==> config.mk <==
export PLATFORM = sky130hd
export DESIGN_NAME = circular_list_free_pool
export DESIGN_NICKNAME = d
export VERILOG_FILES = /design/src/rtl/clfp_pkg.sv /design/src/rtl/clfp_ram.sv /design/src/rtl/clfp_dp.sv /design/src/rtl/clfp_ctrl.sv /design/src/rtl/circular_list_free_pool.sv
export VERILOG_INCLUDE_DIRS = /design/src /design/src/rtl
export SDC_FILE = /design/constraint.sdc
export NUM_CORES = 2
export LEC_CHECK = 0
export ABC_AREA = 1
export ABC_CLOCK_PERIOD_IN_PS = 14600
export BUFFER_PORTS_ARGS = -buffer_cell sky130_fd_sc_hd__buf_4
export CAP_MARGIN = 40
export CORE_MARGIN = 2
export CORE_UTILIZATION = 48
export DETAILED_ROUTE_END_ITERATION = 6
export PLACE_DENSITY = 0.69
export SLEW_MARGIN = 20
export SYNTH_ARGS = -nofsm -noshare
export SYNTH_HDL_FRONTEND = slang
export SYNTH_SLANG_ARGS = --single-unit
==> constraint.sdc <==
create_clock -name clk -period 14.6 [get_ports clk]
set_input_delay 1.46 -clock clk [delete_from_list [all_inputs] [get_ports clk]]
set_output_delay 1.46 -clock clk [all_outputs]
set_load 0.02 [all_outputs]
==> src/rtl/circular_list_free_pool_defines.svh <==
// ----------------------------------------------------------------------------
// circular_list_free_pool_defines.svh
// assertion macros shared by the free pool list modules
// ----------------------------------------------------------------------------
`ifndef CIRCULAR_LIST_FREE_POOL_DEFINES_SVH
`define CIRCULAR_LIST_FREE_POOL_DEFINES_SVH

`ifndef NO_ASSERTIONS

// checked on every clock edge outside reset
`define CLFP_ASSERT(lbl, prop, msg) \
  lbl: assert property (@(posedge clk) disable iff (!rst_n) prop) else $error(msg);

// checked on every clock edge, reset included
`define CLFP_ASSERT_ALWAYS(lbl, prop, msg) \
  lbl: assert property (@(posedge clk) prop) else $error(msg);

`else

`define CLFP_ASSERT(lbl, prop, msg)
`define CLFP_ASSERT_ALWAYS(lbl, prop, msg)

`endif

`endif

==> src/rtl/clfp_pkg.sv <==
// ----------------------------------------------------------------------------
// clfp_pkg
// shared constants, codes and control types of the free pool list
// ----------------------------------------------------------------------------
package clfp_pkg;

  localparam int POOL_NODES_DEF = 64;
  localparam int ITEM_W         = 32;
  localparam int CMD_W          = 3;
  localparam int STATUS_W       = 2;

  // command codes
  localparam logic [CMD_W-1:0] CMD_INSERT     = 3'd0;
  localparam logic [CMD_W-1:0] CMD_REM_CUR    = 3'd1;
  localparam logic [CMD_W-1:0] CMD_REM_HANDLE = 3'd2;
  localparam logic [CMD_W-1:0] CMD_ADVANCE    = 3'd3;
  localparam logic [CMD_W-1:0] CMD_SET_CUR    = 3'd4;
  localparam logic [CMD_W-1:0] CMD_READ       = 3'd5;

  // status codes
  localparam logic [STATUS_W-1:0] ST_OK        = 2'd0;
  localparam logic [STATUS_W-1:0] ST_EXHAUSTED = 2'd1;
  localparam logic [STATUS_W-1:0] ST_EMPTY     = 2'd2;

  // link memory read address
  typedef enum logic [1:0] {RA_CUR, RA_FREE, RA_HIN, RA_RD} ra_sel_t;
  // link memory write address
  typedef enum logic [1:0] {WA_CLR, WA_T, WA_CUR, WA_X} wa_sel_t;
  // link memory write data
  typedef enum logic [1:0] {WD_CLR, WD_T, WD_RD, WD_FREE} wd_sel_t;
  // register updates
  typedef enum logic [2:0] {CS_HOLD, CS_ZERO, CS_T, CS_X, CS_HIN, CS_RD} cur_sel_t;
  typedef enum logic [1:0] {FS_HOLD, FS_RD, FS_X, FS_T} free_sel_t;
  typedef enum logic [1:0] {TS_HOLD, TS_FREE, TS_RD} t_sel_t;
  typedef enum logic [1:0] {XS_HOLD, XS_CUR, XS_HIN} x_sel_t;

  typedef struct packed {
    logic                ld_in;
    logic                rd_en;
    ra_sel_t             ra;
    logic                we;
    wa_sel_t             wa;
    wd_sel_t             wd;
    logic                item_we;
    logic                item_re;
    cur_sel_t            cur_sel;
    free_sel_t           free_sel;
    t_sel_t              t_sel;
    x_sel_t              x_sel;
    logic                st_ld;
    logic [STATUS_W-1:0] st_code;
    logic                out_ld;
    logic                clr_en;
  } ctl_cmd_t;

  typedef struct packed {
    logic [CMD_W-1:0] cmd;
    logic             cur_zero;
    logic             free_zero;
    logic             hin_zero;
    logic             hin_in_pool;
    logic             rd_eq_x;
    logic             rd_zero;
    logic             cur_eq_x;
    logic             cur_eq_t;
    logic             clr_last;
    logic             slot_free;
  } dp_stat_t;

endpackage

==> src/rtl/clfp_ram.sv <==
// ----------------------------------------------------------------------------
// clfp_ram
// generic single write port, single read port ram with registered read
// ----------------------------------------------------------------------------
module clfp_ram #(
  parameter int WIDTH = 8,
  parameter int DEPTH = 16,
  localparam int AW = (DEPTH > 1) ? $clog2(DEPTH) : 1
) (
  input  logic             clk,
  input  logic             we,
  input  logic [AW-1:0]    waddr,
  input  logic [WIDTH-1:0] wdata,
  input  logic             re,
  input  logic [AW-1:0]    raddr,
  output logic [WIDTH-1:0] rdata
);

  logic [WIDTH-1:0] mem_r [DEPTH];
  logic [WIDTH-1:0] rdata_r;

  always_ff @(posedge clk) begin
    if (we) begin
      mem_r[waddr] <= wdata;
    end
    if (re) begin
      rdata_r <= mem_r[raddr];
    end
  end

  assign rdata = rdata_r;

endmodule

==> src/rtl/clfp_dp.sv <==
// ----------------------------------------------------------------------------
// clfp_dp
// datapath: link and item memories, list registers, result register
// ----------------------------------------------------------------------------
`include "circular_list_free_pool_defines.svh"

module clfp_dp #(
  parameter int POOL_NODES = clfp_pkg::POOL_NODES_DEF,
  localparam int HW = $clog2(POOL_NODES + 1)
) (
  input  logic                                clk,
  input  logic                                rst_n,
  input  clfp_pkg::ctl_cmd_t                  ctl,
  output clfp_pkg::dp_stat_t                  stat,
  input  logic [clfp_pkg::CMD_W-1:0]          in_command,
  input  logic signed [clfp_pkg::ITEM_W-1:0]  in_value,
  input  logic [HW-1:0]                       in_handle,
  output logic                                out_valid,
  input  logic                                out_ready,
  output logic [clfp_pkg::STATUS_W-1:0]       out_status,
  output logic [HW-1:0]                       out_current_handle,
  output logic signed [clfp_pkg::ITEM_W-1:0]  out_current_value,
  output logic [HW-1:0]                       out_next_handle
);

  localparam logic [HW-1:0] NODES = HW'(POOL_NODES);

  logic [clfp_pkg::CMD_W-1:0]    cmd_r;
  logic [clfp_pkg::ITEM_W-1:0]   val_r;
  logic [HW-1:0]                 hin_r;
  logic [HW-1:0]                 cur_r, cur_nxt;
  logic [HW-1:0]                 free_r, free_nxt;
  logic [HW-1:0]                 t_r, t_nxt;
  logic [HW-1:0]                 x_r, x_nxt;
  logic [HW-1:0]                 clr_r, clr_nxt;
  logic [clfp_pkg::STATUS_W-1:0] st_r;

  logic                          out_valid_r, out_valid_nxt;
  logic [clfp_pkg::STATUS_W-1:0] out_status_r;
  logic [HW-1:0]                 out_handle_r;
  logic [clfp_pkg::ITEM_W-1:0]   out_value_r;
  logic [HW-1:0]                 out_next_r;

  logic [HW-1:0]               link_raddr, link_waddr, link_wdata, link_rdata, clr_data;
  logic [clfp_pkg::ITEM_W-1:0] item_rdata;

  // reset image of the free chain: 1 -> 2 -> ... -> last -> 0
  assign clr_data = ((clr_r != '0) && (clr_r != NODES)) ? clr_r + HW'(1) : '0;

  always_comb begin
    case (ctl.ra)
      clfp_pkg::RA_CUR:  link_raddr = cur_r;
      clfp_pkg::RA_FREE: link_raddr = free_r;
      clfp_pkg::RA_HIN:  link_raddr = hin_r;
      clfp_pkg::RA_RD:   link_raddr = link_rdata;
      default:           link_raddr = cur_r;
    endcase
    case (ctl.wa)
      clfp_pkg::WA_CLR: link_waddr = clr_r;
      clfp_pkg::WA_T:   link_waddr = t_r;
      clfp_pkg::WA_CUR: link_waddr = cur_r;
      clfp_pkg::WA_X:   link_waddr = x_r;
      default:          link_waddr = clr_r;
    endcase
    case (ctl.wd)
      clfp_pkg::WD_CLR:  link_wdata = clr_data;
      clfp_pkg::WD_T:    link_wdata = t_r;
      clfp_pkg::WD_RD:   link_wdata = link_rdata;
      clfp_pkg::WD_FREE: link_wdata = free_r;
      default:           link_wdata = clr_data;
    endcase
  end

  clfp_ram #(
    .WIDTH (HW),
    .DEPTH (POOL_NODES + 1)
  ) u_link_ram (
    .clk   (clk),
    .we    (ctl.we),
    .waddr (link_waddr),
    .wdata (link_wdata),
    .re    (ctl.rd_en),
    .raddr (link_raddr),
    .rdata (link_rdata)
  );

  clfp_ram #(
    .WIDTH (clfp_pkg::ITEM_W),
    .DEPTH (POOL_NODES + 1)
  ) u_item_ram (
    .clk   (clk),
    .we    (ctl.item_we),
    .waddr (free_r),
    .wdata (val_r),
    .re    (ctl.item_re),
    .raddr (cur_r),
    .rdata (item_rdata)
  );

  always_comb begin
    case (ctl.cur_sel)
      clfp_pkg::CS_HOLD: cur_nxt = cur_r;
      clfp_pkg::CS_ZERO: cur_nxt = '0;
      clfp_pkg::CS_T:    cur_nxt = t_r;
      clfp_pkg::CS_X:    cur_nxt = x_r;
      clfp_pkg::CS_HIN:  cur_nxt = hin_r;
      clfp_pkg::CS_RD:   cur_nxt = link_rdata;
      default:           cur_nxt = cur_r;
    endcase
    case (ctl.free_sel)
      clfp_pkg::FS_HOLD: free_nxt = free_r;
      clfp_pkg::FS_RD:   free_nxt = link_rdata;
      clfp_pkg::FS_X:    free_nxt = x_r;
      clfp_pkg::FS_T:    free_nxt = t_r;
      default:           free_nxt = free_r;
    endcase
    case (ctl.t_sel)
      clfp_pkg::TS_HOLD: t_nxt = t_r;
      clfp_pkg::TS_FREE: t_nxt = free_r;
      clfp_pkg::TS_RD:   t_nxt = link_rdata;
      default:           t_nxt = t_r;
    endcase
    case (ctl.x_sel)
      clfp_pkg::XS_HOLD: x_nxt = x_r;
      clfp_pkg::XS_CUR:  x_nxt = cur_r;
      clfp_pkg::XS_HIN:  x_nxt = hin_r;
      default:           x_nxt = x_r;
    endcase
  end

  assign clr_nxt       = ctl.clr_en ? clr_r + HW'(1) : clr_r;
  assign out_valid_nxt = ctl.out_ld | (out_valid_r & ~out_ready);

  always_ff @(posedge clk) begin
    if (!rst_n) begin
      cur_r       <= '0;
      free_r      <= HW'(1);
      clr_r       <= '0;
      out_valid_r <= 1'b0;
    end else begin
      cur_r       <= cur_nxt;
      free_r      <= free_nxt;
      clr_r       <= clr_nxt;
      out_valid_r <= out_valid_nxt;
    end
  end

  always_ff @(posedge clk) begin
    t_r <= t_nxt;
    x_r <= x_nxt;
    if (ctl.ld_in) begin
      cmd_r <= in_command;
      val_r <= in_value;
      hin_r <= in_handle;
    end
    if (ctl.st_ld) begin
      st_r <= ctl.st_code;
    end
    if (ctl.out_ld) begin
      out_status_r <= st_r;
      out_handle_r <= cur_r;
      out_value_r  <= (cur_r == '0) ? '0 : item_rdata;
      out_next_r   <= (cur_r == '0) ? '0 : link_rdata;
    end
  end

  assign stat.cmd         = cmd_r;
  assign stat.cur_zero    = (cur_r == '0);
  assign stat.free_zero   = (free_r == '0);
  assign stat.hin_zero    = (hin_r == '0);
  assign stat.hin_in_pool = (hin_r <= NODES);
  assign stat.rd_eq_x     = (link_rdata == x_r);
  assign stat.rd_zero     = (link_rdata == '0);
  assign stat.cur_eq_x    = (cur_r == x_r);
  assign stat.cur_eq_t    = (cur_r == t_r);
  assign stat.clr_last    = (clr_r == NODES);
  assign stat.slot_free   = ~out_valid_r | out_ready;

  assign out_valid          = out_valid_r;
  assign out_status         = out_status_r;
  assign out_current_handle = out_handle_r;
  assign out_current_value  = out_value_r;
  assign out_next_handle    = out_next_r;

  `CLFP_ASSERT(a_link_wr_in_pool, ctl.we |-> (link_waddr <= NODES), "link write outside pool")
  `CLFP_ASSERT(a_empty_result_zero, (out_valid_r && (out_handle_r == '0)) |-> ((out_next_r == '0) && (out_value_r == '0)), "empty list result not zeroed")

endmodule

==> src/rtl/clfp_ctrl.sv <==
// ----------------------------------------------------------------------------
// clfp_ctrl
// controller: sequences memory reads and writes for each command
// ----------------------------------------------------------------------------
`include "circular_list_free_pool_defines.svh"

module clfp_ctrl (
  input  logic               clk,
  input  logic               rst_n,
  input  logic               in_valid,
  output logic               in_ready,
  input  clfp_pkg::dp_stat_t stat,
  output clfp_pkg::ctl_cmd_t ctl
);

  typedef enum logic [11:0] {
    S_CLEAR = 12'b000000000001,
    S_IDLE  = 12'b000000000010,
    S_START = 12'b000000000100,
    S_INS_A = 12'b000000001000,
    S_INS_B = 12'b000000010000,
    S_INS_C = 12'b000000100000,
    S_RM_A  = 12'b000001000000,
    S_RM_B  = 12'b000010000000,
    S_RM_C  = 12'b000100000000,
    S_ADV   = 12'b001000000000,
    S_FETCH = 12'b010000000000,
    S_DONE  = 12'b100000000000
  } state_t;

  state_t state_r, state_nxt;

  always_comb begin
    state_nxt = state_r;
    ctl       = '0;
    in_ready  = 1'b0;
    case (state_r)
      S_CLEAR: begin
        ctl.we     = 1'b1;
        ctl.wa     = clfp_pkg::WA_CLR;
        ctl.wd     = clfp_pkg::WD_CLR;
        ctl.clr_en = 1'b1;
        if (stat.clr_last) begin
          state_nxt = S_IDLE;
        end
      end
      S_IDLE: begin
        in_ready   = 1'b1;
        ctl.ld_in  = in_valid;
        if (in_valid) begin
          state_nxt = S_START;
        end
      end
      S_START: begin
        ctl.st_ld   = 1'b1;
        ctl.st_code = clfp_pkg::ST_OK;
        state_nxt   = S_FETCH;
        if (stat.cmd == clfp_pkg::CMD_INSERT) begin
          if (stat.free_zero) begin
            ctl.st_code = clfp_pkg::ST_EXHAUSTED;
          end else begin
            // take the free head: fetch its successor, store the item
            ctl.rd_en   = 1'b1;
            ctl.ra      = clfp_pkg::RA_FREE;
            ctl.item_we = 1'b1;
            ctl.t_sel   = clfp_pkg::TS_FREE;
            state_nxt   = S_INS_A;
          end
        end else if (stat.cmd == clfp_pkg::CMD_SET_CUR) begin
          if (stat.hin_in_pool) begin
            ctl.cur_sel = clfp_pkg::CS_HIN;
          end
        end else if (stat.cur_zero) begin
          ctl.st_code = clfp_pkg::ST_EMPTY;
        end else begin
          case (stat.cmd)
            clfp_pkg::CMD_REM_CUR: begin
              ctl.rd_en = 1'b1;
              ctl.ra    = clfp_pkg::RA_CUR;
              ctl.x_sel = clfp_pkg::XS_CUR;
              state_nxt = S_RM_A;
            end
            clfp_pkg::CMD_REM_HANDLE: begin
              if (!stat.hin_zero && stat.hin_in_pool) begin
                ctl.rd_en = 1'b1;
                ctl.ra    = clfp_pkg::RA_HIN;
                ctl.x_sel = clfp_pkg::XS_HIN;
                state_nxt = S_RM_A;
              end
            end
            clfp_pkg::CMD_ADVANCE: begin
              ctl.rd_en = 1'b1;
              ctl.ra    = clfp_pkg::RA_CUR;
              state_nxt = S_ADV;
            end
            clfp_pkg::CMD_READ: begin
              state_nxt = S_FETCH;
            end
            default: begin
              state_nxt = S_FETCH;
            end
          endcase
        end
      end
      S_INS_A: begin
        ctl.free_sel = clfp_pkg::FS_RD;
        if (stat.cur_zero) begin
          // first node links to itself
          ctl.we      = 1'b1;
          ctl.wa      = clfp_pkg::WA_T;
          ctl.wd      = clfp_pkg::WD_T;
          ctl.cur_sel = clfp_pkg::CS_T;
          state_nxt   = S_FETCH;
        end else begin
          ctl.rd_en = 1'b1;
          ctl.ra    = clfp_pkg::RA_CUR;
          state_nxt = S_INS_B;
        end
      end
      S_INS_B: begin
        ctl.we    = 1'b1;
        ctl.wa    = clfp_pkg::WA_T;
        ctl.wd    = clfp_pkg::WD_RD;
        state_nxt = S_INS_C;
      end
      S_INS_C: begin
        ctl.we      = 1'b1;
        ctl.wa      = clfp_pkg::WA_CUR;
        ctl.wd      = clfp_pkg::WD_T;
        ctl.cur_sel = clfp_pkg::CS_T;
        state_nxt   = S_FETCH;
      end
      S_RM_A: begin
        state_nxt = S_FETCH;
        if (stat.rd_eq_x) begin
          // node points to itself: release it alone
          ctl.we       = 1'b1;
          ctl.wa       = clfp_pkg::WA_X;
          ctl.wd       = clfp_pkg::WD_FREE;
          ctl.free_sel = clfp_pkg::FS_X;
          if (stat.cur_eq_x) begin
            ctl.cur_sel = clfp_pkg::CS_ZERO;
          end
        end else if (!stat.rd_zero) begin
          ctl.t_sel = clfp_pkg::TS_RD;
          ctl.rd_en = 1'b1;
          ctl.ra    = clfp_pkg::RA_RD;
          state_nxt = S_RM_B;
        end
      end
      S_RM_B: begin
        // bypass the removed node
        ctl.we    = 1'b1;
        ctl.wa    = clfp_pkg::WA_X;
        ctl.wd    = clfp_pkg::WD_RD;
        state_nxt = S_RM_C;
      end
      S_RM_C: begin
        ctl.we       = 1'b1;
        ctl.wa       = clfp_pkg::WA_T;
        ctl.wd       = clfp_pkg::WD_FREE;
        ctl.free_sel = clfp_pkg::FS_T;
        if (stat.cur_eq_t) begin
          ctl.cur_sel = clfp_pkg::CS_X;
        end
        state_nxt = S_FETCH;
      end
      S_ADV: begin
        ctl.cur_sel = clfp_pkg::CS_RD;
        state_nxt   = S_FETCH;
      end
      S_FETCH: begin
        ctl.rd_en   = 1'b1;
        ctl.ra      = clfp_pkg::RA_CUR;
        ctl.item_re = 1'b1;
        state_nxt   = S_DONE;
      end
      S_DONE: begin
        if (stat.slot_free) begin
          ctl.out_ld = 1'b1;
          state_nxt  = S_IDLE;
        end
      end
      default: begin
        state_nxt = S_IDLE;
      end
    endcase
  end

  always_ff @(posedge clk) begin
    if (!rst_n) begin
      state_r <= S_CLEAR;
    end else begin
      state_r <= state_nxt;
    end
  end

  `CLFP_ASSERT(a_one_at_a_time, (in_valid && in_ready) |=> !in_ready, "new beat taken while busy")
  `CLFP_ASSERT_ALWAYS(a_load_into_free_slot, ctl.out_ld |-> stat.slot_free, "result overwrote pending beat")
  `CLFP_ASSERT(a_no_write_and_fetch, ctl.item_re |-> !ctl.we, "link write during result fetch")

endmodule

==> src/rtl/circular_list_free_pool.sv <==
// ----------------------------------------------------------------------------
// circular_list_free_pool
// circular singly linked list in a fixed node pool with a free chain
// ----------------------------------------------------------------------------
// Keeps one circular list of 32-bit items in POOL_NODES nodes, handles 1 to
// POOL_NODES, handle 0 meaning none. Each input beat carries one command
// (insert after current, remove after current, remove after handle, advance,
// set current, read) and produces exactly one result beat with status, the
// current handle, its item and its successor. After reset the block runs a
// clearing pass over every link address that rebuilds the free chain in the
// link memory; in_ready stays low until it ends. Read, set current, an empty
// list and an exhausted pool pass through the fewest controller states from
// acceptance to the next acceptance, insert into a non-empty list and
// remove with relink the most, because the link memory has one write port
// and a registered read, so each dependent read and each link write takes
// a state of its own. A finished result sits in an output register, so the
// next command is accepted while it waits for out_ready.
// ----------------------------------------------------------------------------
module circular_list_free_pool #(
  parameter int POOL_NODES = clfp_pkg::POOL_NODES_DEF,
  localparam int HW = $clog2(POOL_NODES + 1)
) (
  input  logic                                clk,
  input  logic                                rst_n,
  // command beats
  input  logic                                in_valid,
  output logic                                in_ready,
  input  logic [clfp_pkg::CMD_W-1:0]          in_command,
  input  logic signed [clfp_pkg::ITEM_W-1:0]  in_value,
  input  logic [HW-1:0]                       in_handle,
  // result beats
  output logic                                out_valid,
  input  logic                                out_ready,
  output logic [clfp_pkg::STATUS_W-1:0]       out_status,
  output logic [HW-1:0]                       out_current_handle,
  output logic signed [clfp_pkg::ITEM_W-1:0]  out_current_value,
  output logic [HW-1:0]                       out_next_handle
);

  // command and status bundles between controller and datapath
  clfp_pkg::ctl_cmd_t ctl;
  clfp_pkg::dp_stat_t stat;

  // state machine: clearing pass, decode, read / relink steps, result fetch
  clfp_ctrl u_ctrl (
    .clk      (clk),
    .rst_n    (rst_n),
    .in_valid (in_valid),
    .in_ready (in_ready),
    .stat     (stat),
    .ctl      (ctl)
  );

  // link and item memories, current / free head registers, result register
  clfp_dp #(
    .POOL_NODES (POOL_NODES)
  ) u_dp (
    .clk                (clk),
    .rst_n              (rst_n),
    .ctl                (ctl),
    .stat               (stat),
    .in_command         (in_command),
    .in_value           (in_value),
    .in_handle          (in_handle),
    .out_valid          (out_valid),
    .out_ready          (out_ready),
    .out_status         (out_status),
    .out_current_handle (out_current_handle),
    .out_current_value  (out_current_value),
    .out_next_handle    (out_next_handle)
  );

endmodule
# After elaboration in Yosys (flattened, before gate mapping)
# Memories as Yosys holds them, arrays and structs flattened. A register that Yosys moved wholly into a read port is not among the register bits.
# Cells that the tools add are included.
# Widths: inputs -> output; s select.
[word_totals]
regBits = 140
ramBits = 2535
in_bits = 46
output_inout_bits = 50
word_cells = 159
mem_count = 2
[memory_table]
columns = ["memory", "depth", "word_bits", "rd", "rd_clocked_by_memory_dff", "write_ports", "line", "rtl"]
rows = [
  ["u_dp.u_item_ram.mem_r", 65, 32, 1, 1, 1, "clfp_ram.sv:19", "logic [WIDTH-1:0] mem_r [DEPTH];"],
  ["u_dp.u_link_ram.mem_r", 65, 7, 1, 1, 1, "clfp_ram.sv:19", ""],
]
[classes]
addsub = 1
magnitude_cmp = 1
eq_ne = 45
n_mux = 71
bitwise_logic = 5
reduce_logical = 19
[op_table]
columns = ["op", "n"]
rows = [
  ["$pmux 12 s10", 1],
  ["$pmux 7 s4", 3],
  ["$mux 12", 6],
  ["$mux 11", 5],
  ["$mux 3", 12],
  ["$pmux 5 s7", 1],
  ["$pmux 7 s5", 1],
  ["$pmux 11 s3", 1],
  ["$logic_not 7->1", 4],
  ["$pmux 7 s2", 2],
  ["$mux 2", 11],
  ["$eq 7x7->1", 3],
  ["$pmux 7 s3", 1],
  ["$eq 2x2->1 const B", 10],
  ["$pmux 3 s6", 1],
  ["$mux 1", 17],
  ["$mux 5", 3],
  ["$eq 12x1->1 const B", 1],
  ["$eq 12x10->1 const B", 1],
  ["$eq 12x11->1 const B", 1],
  ["$eq 12x12->1 const B", 1],
  ["$eq 12x2->1 const B", 1],
  ["$eq 12x3->1 const B", 1],
  ["$eq 12x4->1 const B", 1],
  ["other kinds (32)", 53],
]

# Depth between registers and ports, before layout
[depth]
ltp_word = 11
mapped_depth = 23
depth_no_buf = 22

# Hierarchy
# From an unflattened synthesis, not the netlist that was laid out.
[hier_totals]
hier_cells = 9184
area_unflattened_um2 = 110154.4
[by_module_without_submodules]
columns = ["module", "n_inst", "cells_per_inst", "area_per_inst_um2", "seq_area_each_um2"]
rows = [
  ["clfp_ram (u_dp.u_item_ram)", 1, 6809, 84298.3, 63420.8],
  ["clfp_ram (u_dp.u_link_ram)", 1, 1612, 18936.9, 13873.3],
  ["clfp_dp", 1, 595, 5941.9, 3623.5],
  ["clfp_ctrl", 1, 168, 977.2, 240.2],
]

# Worst setup path after synthesis
# Ideal clock, no wire load.
[synth_timing]
path_type = "register -> register"
start = "register u_ctrl.state_r[1]"
end = "register u_dp.u_link_ram.rdata_r[0] (netlist: u_dp.u_link_ram.rdata[0]) (read register of u_dp.u_link_ram.mem_r), enable pin"
setup_ps = 334
arrival_ps = 4647
required_ps = 14266
slack_ps = 9620
path_stages_with_launch = 9
n_path_buf = 0
period_less_slack_ps = 4980
cell_sequence = "dfxtp_1 inv_2 nand2_2 nor2_2 nand2_1 nor4_1 o21bai_1 inv_1 nand4_1"
[synth_rtl]
columns = ["item", "line", "rtl"]
rows = [
  ["start, declared", "clfp_ctrl.sv:31", "state_t state_r, state_nxt;"],
  ["start signal, assigned", "clfp_ctrl.sv:194", "state_r <= state_nxt;"],
  ["end, declared", "clfp_ram.sv:20", "logic [WIDTH-1:0] rdata_r;"],
]

==> metrics.log <==
INFO  metric dr_total_vias = 74519
INFO  metric floorplan.rows = about 180
INFO  metric drive_gt1_share = 9.55%
INFO  metric synth-adder-area-share = 0.0458%
INFO  metric drt_pass1_iterations = 7
INFO  metric criticalPathCategory = register to register
INFO  metric failed_checks = DRC
INFO  metric drc = 2
INFO  metric postCtsHoldBufs = 0
INFO  metric gr-usage-all-layers = 27.5%
INFO  metric ir_drop = 0.134 mV
INFO  metric nets = between 8000 and 9000
INFO  metric run_status = finished with violations
INFO  metric grt_overflow = 0
INFO  metric synth_compound_area_share = 10.5%
INFO  metric hold_viol = 0
INFO  metric synthCells = 8719
INFO  metric worst_setup_path_end_kind = register
INFO  metric synth.yosys.seq_area_share = 74.3%
INFO  metric gp_routability_congestion = 0.986
INFO  metric maxClockFrequency = 180 MHz
INFO  metric wl_per_cell = 27.2 um
INFO  metric standard_cell_core_area = roughly 230000 sq um
INFO  metric timing.slew.headroom = 36.3%
INFO  metric fin_setup_tns = 0 ns
INFO  metric clock_tree.root_cell = clkbuf_16
INFO  metric timing.critical_path.from_type = register
INFO  metric antenna_found_initial = 12
INFO  metric first_global_vias = 70051
INFO  metric count_of_state_elements_after_synthesis = ~2700
INFO  metric yosys_warnings = 0
INFO  metric layout_worst_path_cycle_share = between 30% and 40%
INFO  metric commonest_cells_after_routing_fill_and_taps_aside = edfxtp_1, nor2_1, o21ai_0
INFO  metric finalWirelength = 326000 um
INFO  metric starting_utilization_of_the_core_area = 48.2%
INFO  metric cts_setup_buffers = 0
INFO  metric tritoncts = built
INFO  metric power.share.sequential = roughly 53%
INFO  metric holdCritPathClass = register to register
INFO  metric max_cap_violations = 0
INFO  metric synth-simple-area-share = 11.4%
INFO  metric setup_viol = 0
INFO  metric boundaryPins = 96
INFO  metric finalMaxSlewViolations = 0
INFO  metric antenna_left = 0
INFO  metric die_area = 231000 sq um
INFO  metric area_delta_synth_final = 12.7%
INFO  metric cts_max_path_buffers = 4
INFO  metric synth_area_per_cell = 12.5 sq um
INFO  metric cts_resized = 0
INFO  metric main_combinational_cell_family_by_area_after_synthesis = simple AND/OR/NAND/NOR gates
INFO  metric fin_worst_hold_slack = 0.469 ns
INFO  metric cell_depth_of_the_worst_hold_path = 0
INFO  metric synth-main-ff-cell = edfxtp_1
INFO  metric path_max_fanout = 132
INFO  metric relative_contribution_of_combinational_cells_to_total_power = under 10%
INFO  metric multiplexer_share_of_the_synthesized_area = 0%
INFO  metric async_flop_share = 0%
INFO  metric commonest_non_fill_non_tap_cell_in_the_layout = edfxtp_1
INFO  metric drt_iter0_markers = 11722
INFO  metric die_h = 481 um
INFO  metric fin_crit = 5.56 ns
INFO  metric cts.clk_slew.worst_paths = about 0.060 ns
INFO  metric max_slew.worst_pin.slew = 0.956 ns
INFO  metric timing.clock.skew = around 0.076 ns
INFO  metric clock_power_share = 41.3%
INFO  metric pin_count_of_the_biggest_net_entering_global_routing = 196
INFO  metric timing.reg2reg.worst_path_depth = 12
INFO  metric synth_xor_xnor_area_share = 0.136%
INFO  metric p_int = ~0.013 W
INFO  metric netlist_area = ~110000 sq um
INFO  metric wire_length_of_the_first_global_routing_pass = 469000 um
INFO  metric synth_cell_types = 61
INFO  metric rsz0062_at_grt = no
INFO  metric clock_tree.htree_level_count = 5
INFO  metric net-switching-power = 0.00379 W
INFO  metric netSwitchingFraction = ~22%
INFO  metric cts_num_sinks = 2714
INFO  metric p_leak = between 40 and 50 nW
INFO  metric worst-endpoint-arrival = 6.38 ns
INFO  metric portBuffers = between 90 and 100
INFO  metric powerDensity = 138 nW/um^2
INFO  metric cts_inserted_buffers = about 290
INFO  metric insertion_delay = 0.96 ns
INFO  metric synth-edff-count = approximately 2700
INFO  metric route.detailed.vias_per_inst = 6.22
INFO  metric worst_ep_required_time = approximately 15 ns
INFO  metric horiz_die_dim = 481 um
INFO  metric dpl.hpwl = approximately 180000 um
==> worst paths after layout <==
kind,slack (ns),endpoint,startpoint
max,9.04,u_dp.u_item_ram.rdata[6],u_dp.cur_r[0]
min,0.47,u_dp.out_status[0],u_dp.st_r[0]
max reg2reg,9.04,u_dp.u_item_ram.rdata[6],u_dp.cur_r[0]
min reg2reg,0.47,u_dp.out_status[0],u_dp.st_r[0]
==> logic make-up (layout without fill, tap and decap cells) <==
logic type | after synthesis | in the layout
XOR/XNOR | 17 | 17
AND/OR/NAND/NOR | 2915 | 2915
adder cells (fa/ha/maj) | 4 | 4
AO/OA/AOI/OAI | 2085 | 2085
flip-flops | 2714 | 2714
other | 1 | 34
buffers and inverters | 983 | 1198
==> metrics by stage <==
step	cells	utilization, %	power [W]	setup slack (ns)	cell area, sq um
6_report	11976	54.3	0.0170	9.04	123000
5_1_grt	11975	54.3	0.0174	8.82	123000
4_1_cts	11962	54.1	0.0170	9.13	123000
3_3_place_gp	11459	50.1	0.0101	9.32	114000
2_1_floorplan	8750	-	0.00959	9.62	109000
3_5_place_dp	11481	50.2	0.0101	9.20	114000
==> power by group through the flow <==
stage	Combinational (W)	Clock [W]	Sequential [W]
2_1_floorplan	0.000369	0	0.00922
3_3_place_gp	0.000936	0	0.00914
3_5_place_dp	0.00100	0	0.00914
4_1_cts	0.00101	0.00707	0.00897
5_1_grt	0.00109	0.00737	0.00897
6_report	0.00104	0.00703	0.00897
==> cells in the mapped netlist, types with 2 or more instances <==
| master | count | area [sq um] |
|---|---|---|
| edfxtp_1 | 2680 | 80500 |
| nor2_1 | 1611 | 6050 |
| o21ai_0 | 1338 | 6700 |
| o22ai_1 | 643 | 4020 |
| nand2_1 | 553 | 2080 |
| nand3_1 | 512 | 2560 |
| clkbuf_1 | 457 | 1720 |
| inv_1 | 367 | 1380 |
| nand3b_1 | 157 | 1180 |
| buf_2 | 87 | 435 |
| o32ai_1 | 37 | 324 |
| dfxtp_1 | 34 | 681 |
| inv_2 | 28 | 105 |
| nor3_1 | 20 | 100 |
| a21oi_1 | 19 | 95.1 |
| buf_4 | 19 | 143 |
| buf_1 | 17 | 63.8 |
| xor2_1 | 14 | 123 |
| nand4_1 | 12 | 75.1 |
| nor4_1 | 11 | 68.8 |
| o2111ai_1 | 11 | 96.3 |
| nor2_2 | 8 | 50.1 |
| a31oi_1 | 7 | 43.8 |
| nand3_2 | 6 | 60.1 |
| buf_6 | 5 | 56.3 |
| nand2_2 | 5 | 31.3 |
| o221ai_1 | 5 | 43.8 |
| a22oi_1 | 4 | 30.0 |
| ha_1 | 4 | 50.1 |
| nand2_4 | 4 | 45.0 |
| nor2_4 | 4 | 45.0 |
| xnor2_1 | 3 | 26.3 |
| a221o_1 | 2 | 20.0 |
| a41oi_1 | 2 | 17.5 |
| and3_1 | 2 | 12.5 |
| inv_4 | 2 | 12.5 |
| nand3_4 | 2 | 35.0 |
| o21ai_1 | 2 | 10.0 |
| o21bai_1 | 2 | 15.0 |
| or2_2 | 2 | 12.5 |
==> final cells by class <==
type                    instances  area, sq um
clock buffers                 347         7560
repair buffers                319         2830
fillers                     18357       104000
multi-input cells            5053        25000
clock inverters               134         1300
well taps                    3009         3760
diodes                          2         5.00
inverters                     398         1520
flip-flops and latches       2714        81200
==> routing by layer <==
| metal | up-vias | track usage [%] | routed length (um) |
|---|---|---|---|
| met5 | - | 0.787 | 297 |
| met4 | 8 | 12.2 | 15500 |
| met3 | 839 | 5.85 | 39300 |
| met2 | 5007 | 43.7 | 151000 |
| met1 | 36738 | 36.6 | 120000 |
| li1 | 31927 | - | - |
==> state kept, by name, summed over array words and instances, names as in the netlist, 12 cells and up <==
name                    cells
u_dp.u_item_ram.rdata      32
u_dp.u_link_ram.mem_r     455
u_ctrl.state_r             12
u_dp.val_r                 32
u_dp.u_item_ram.mem_r    2080
u_dp.out_current_value     32
==> critical path, cell delays in order, from the launching register on <==
cell and delay (ns):
dfxtp_4 0.51, inv_8 0.57, buf_4 0.75, buf_4 0.72, buf_4 0.66, o21ai_0 0.17
o22ai_1 0.18, nor2_1 0.07, o32ai_1 0.80, nor2_1 0.39, o22ai_1 0.29, nand2_1 0.08
nand2_1 0.07
(Power assumes the default switching activity.)
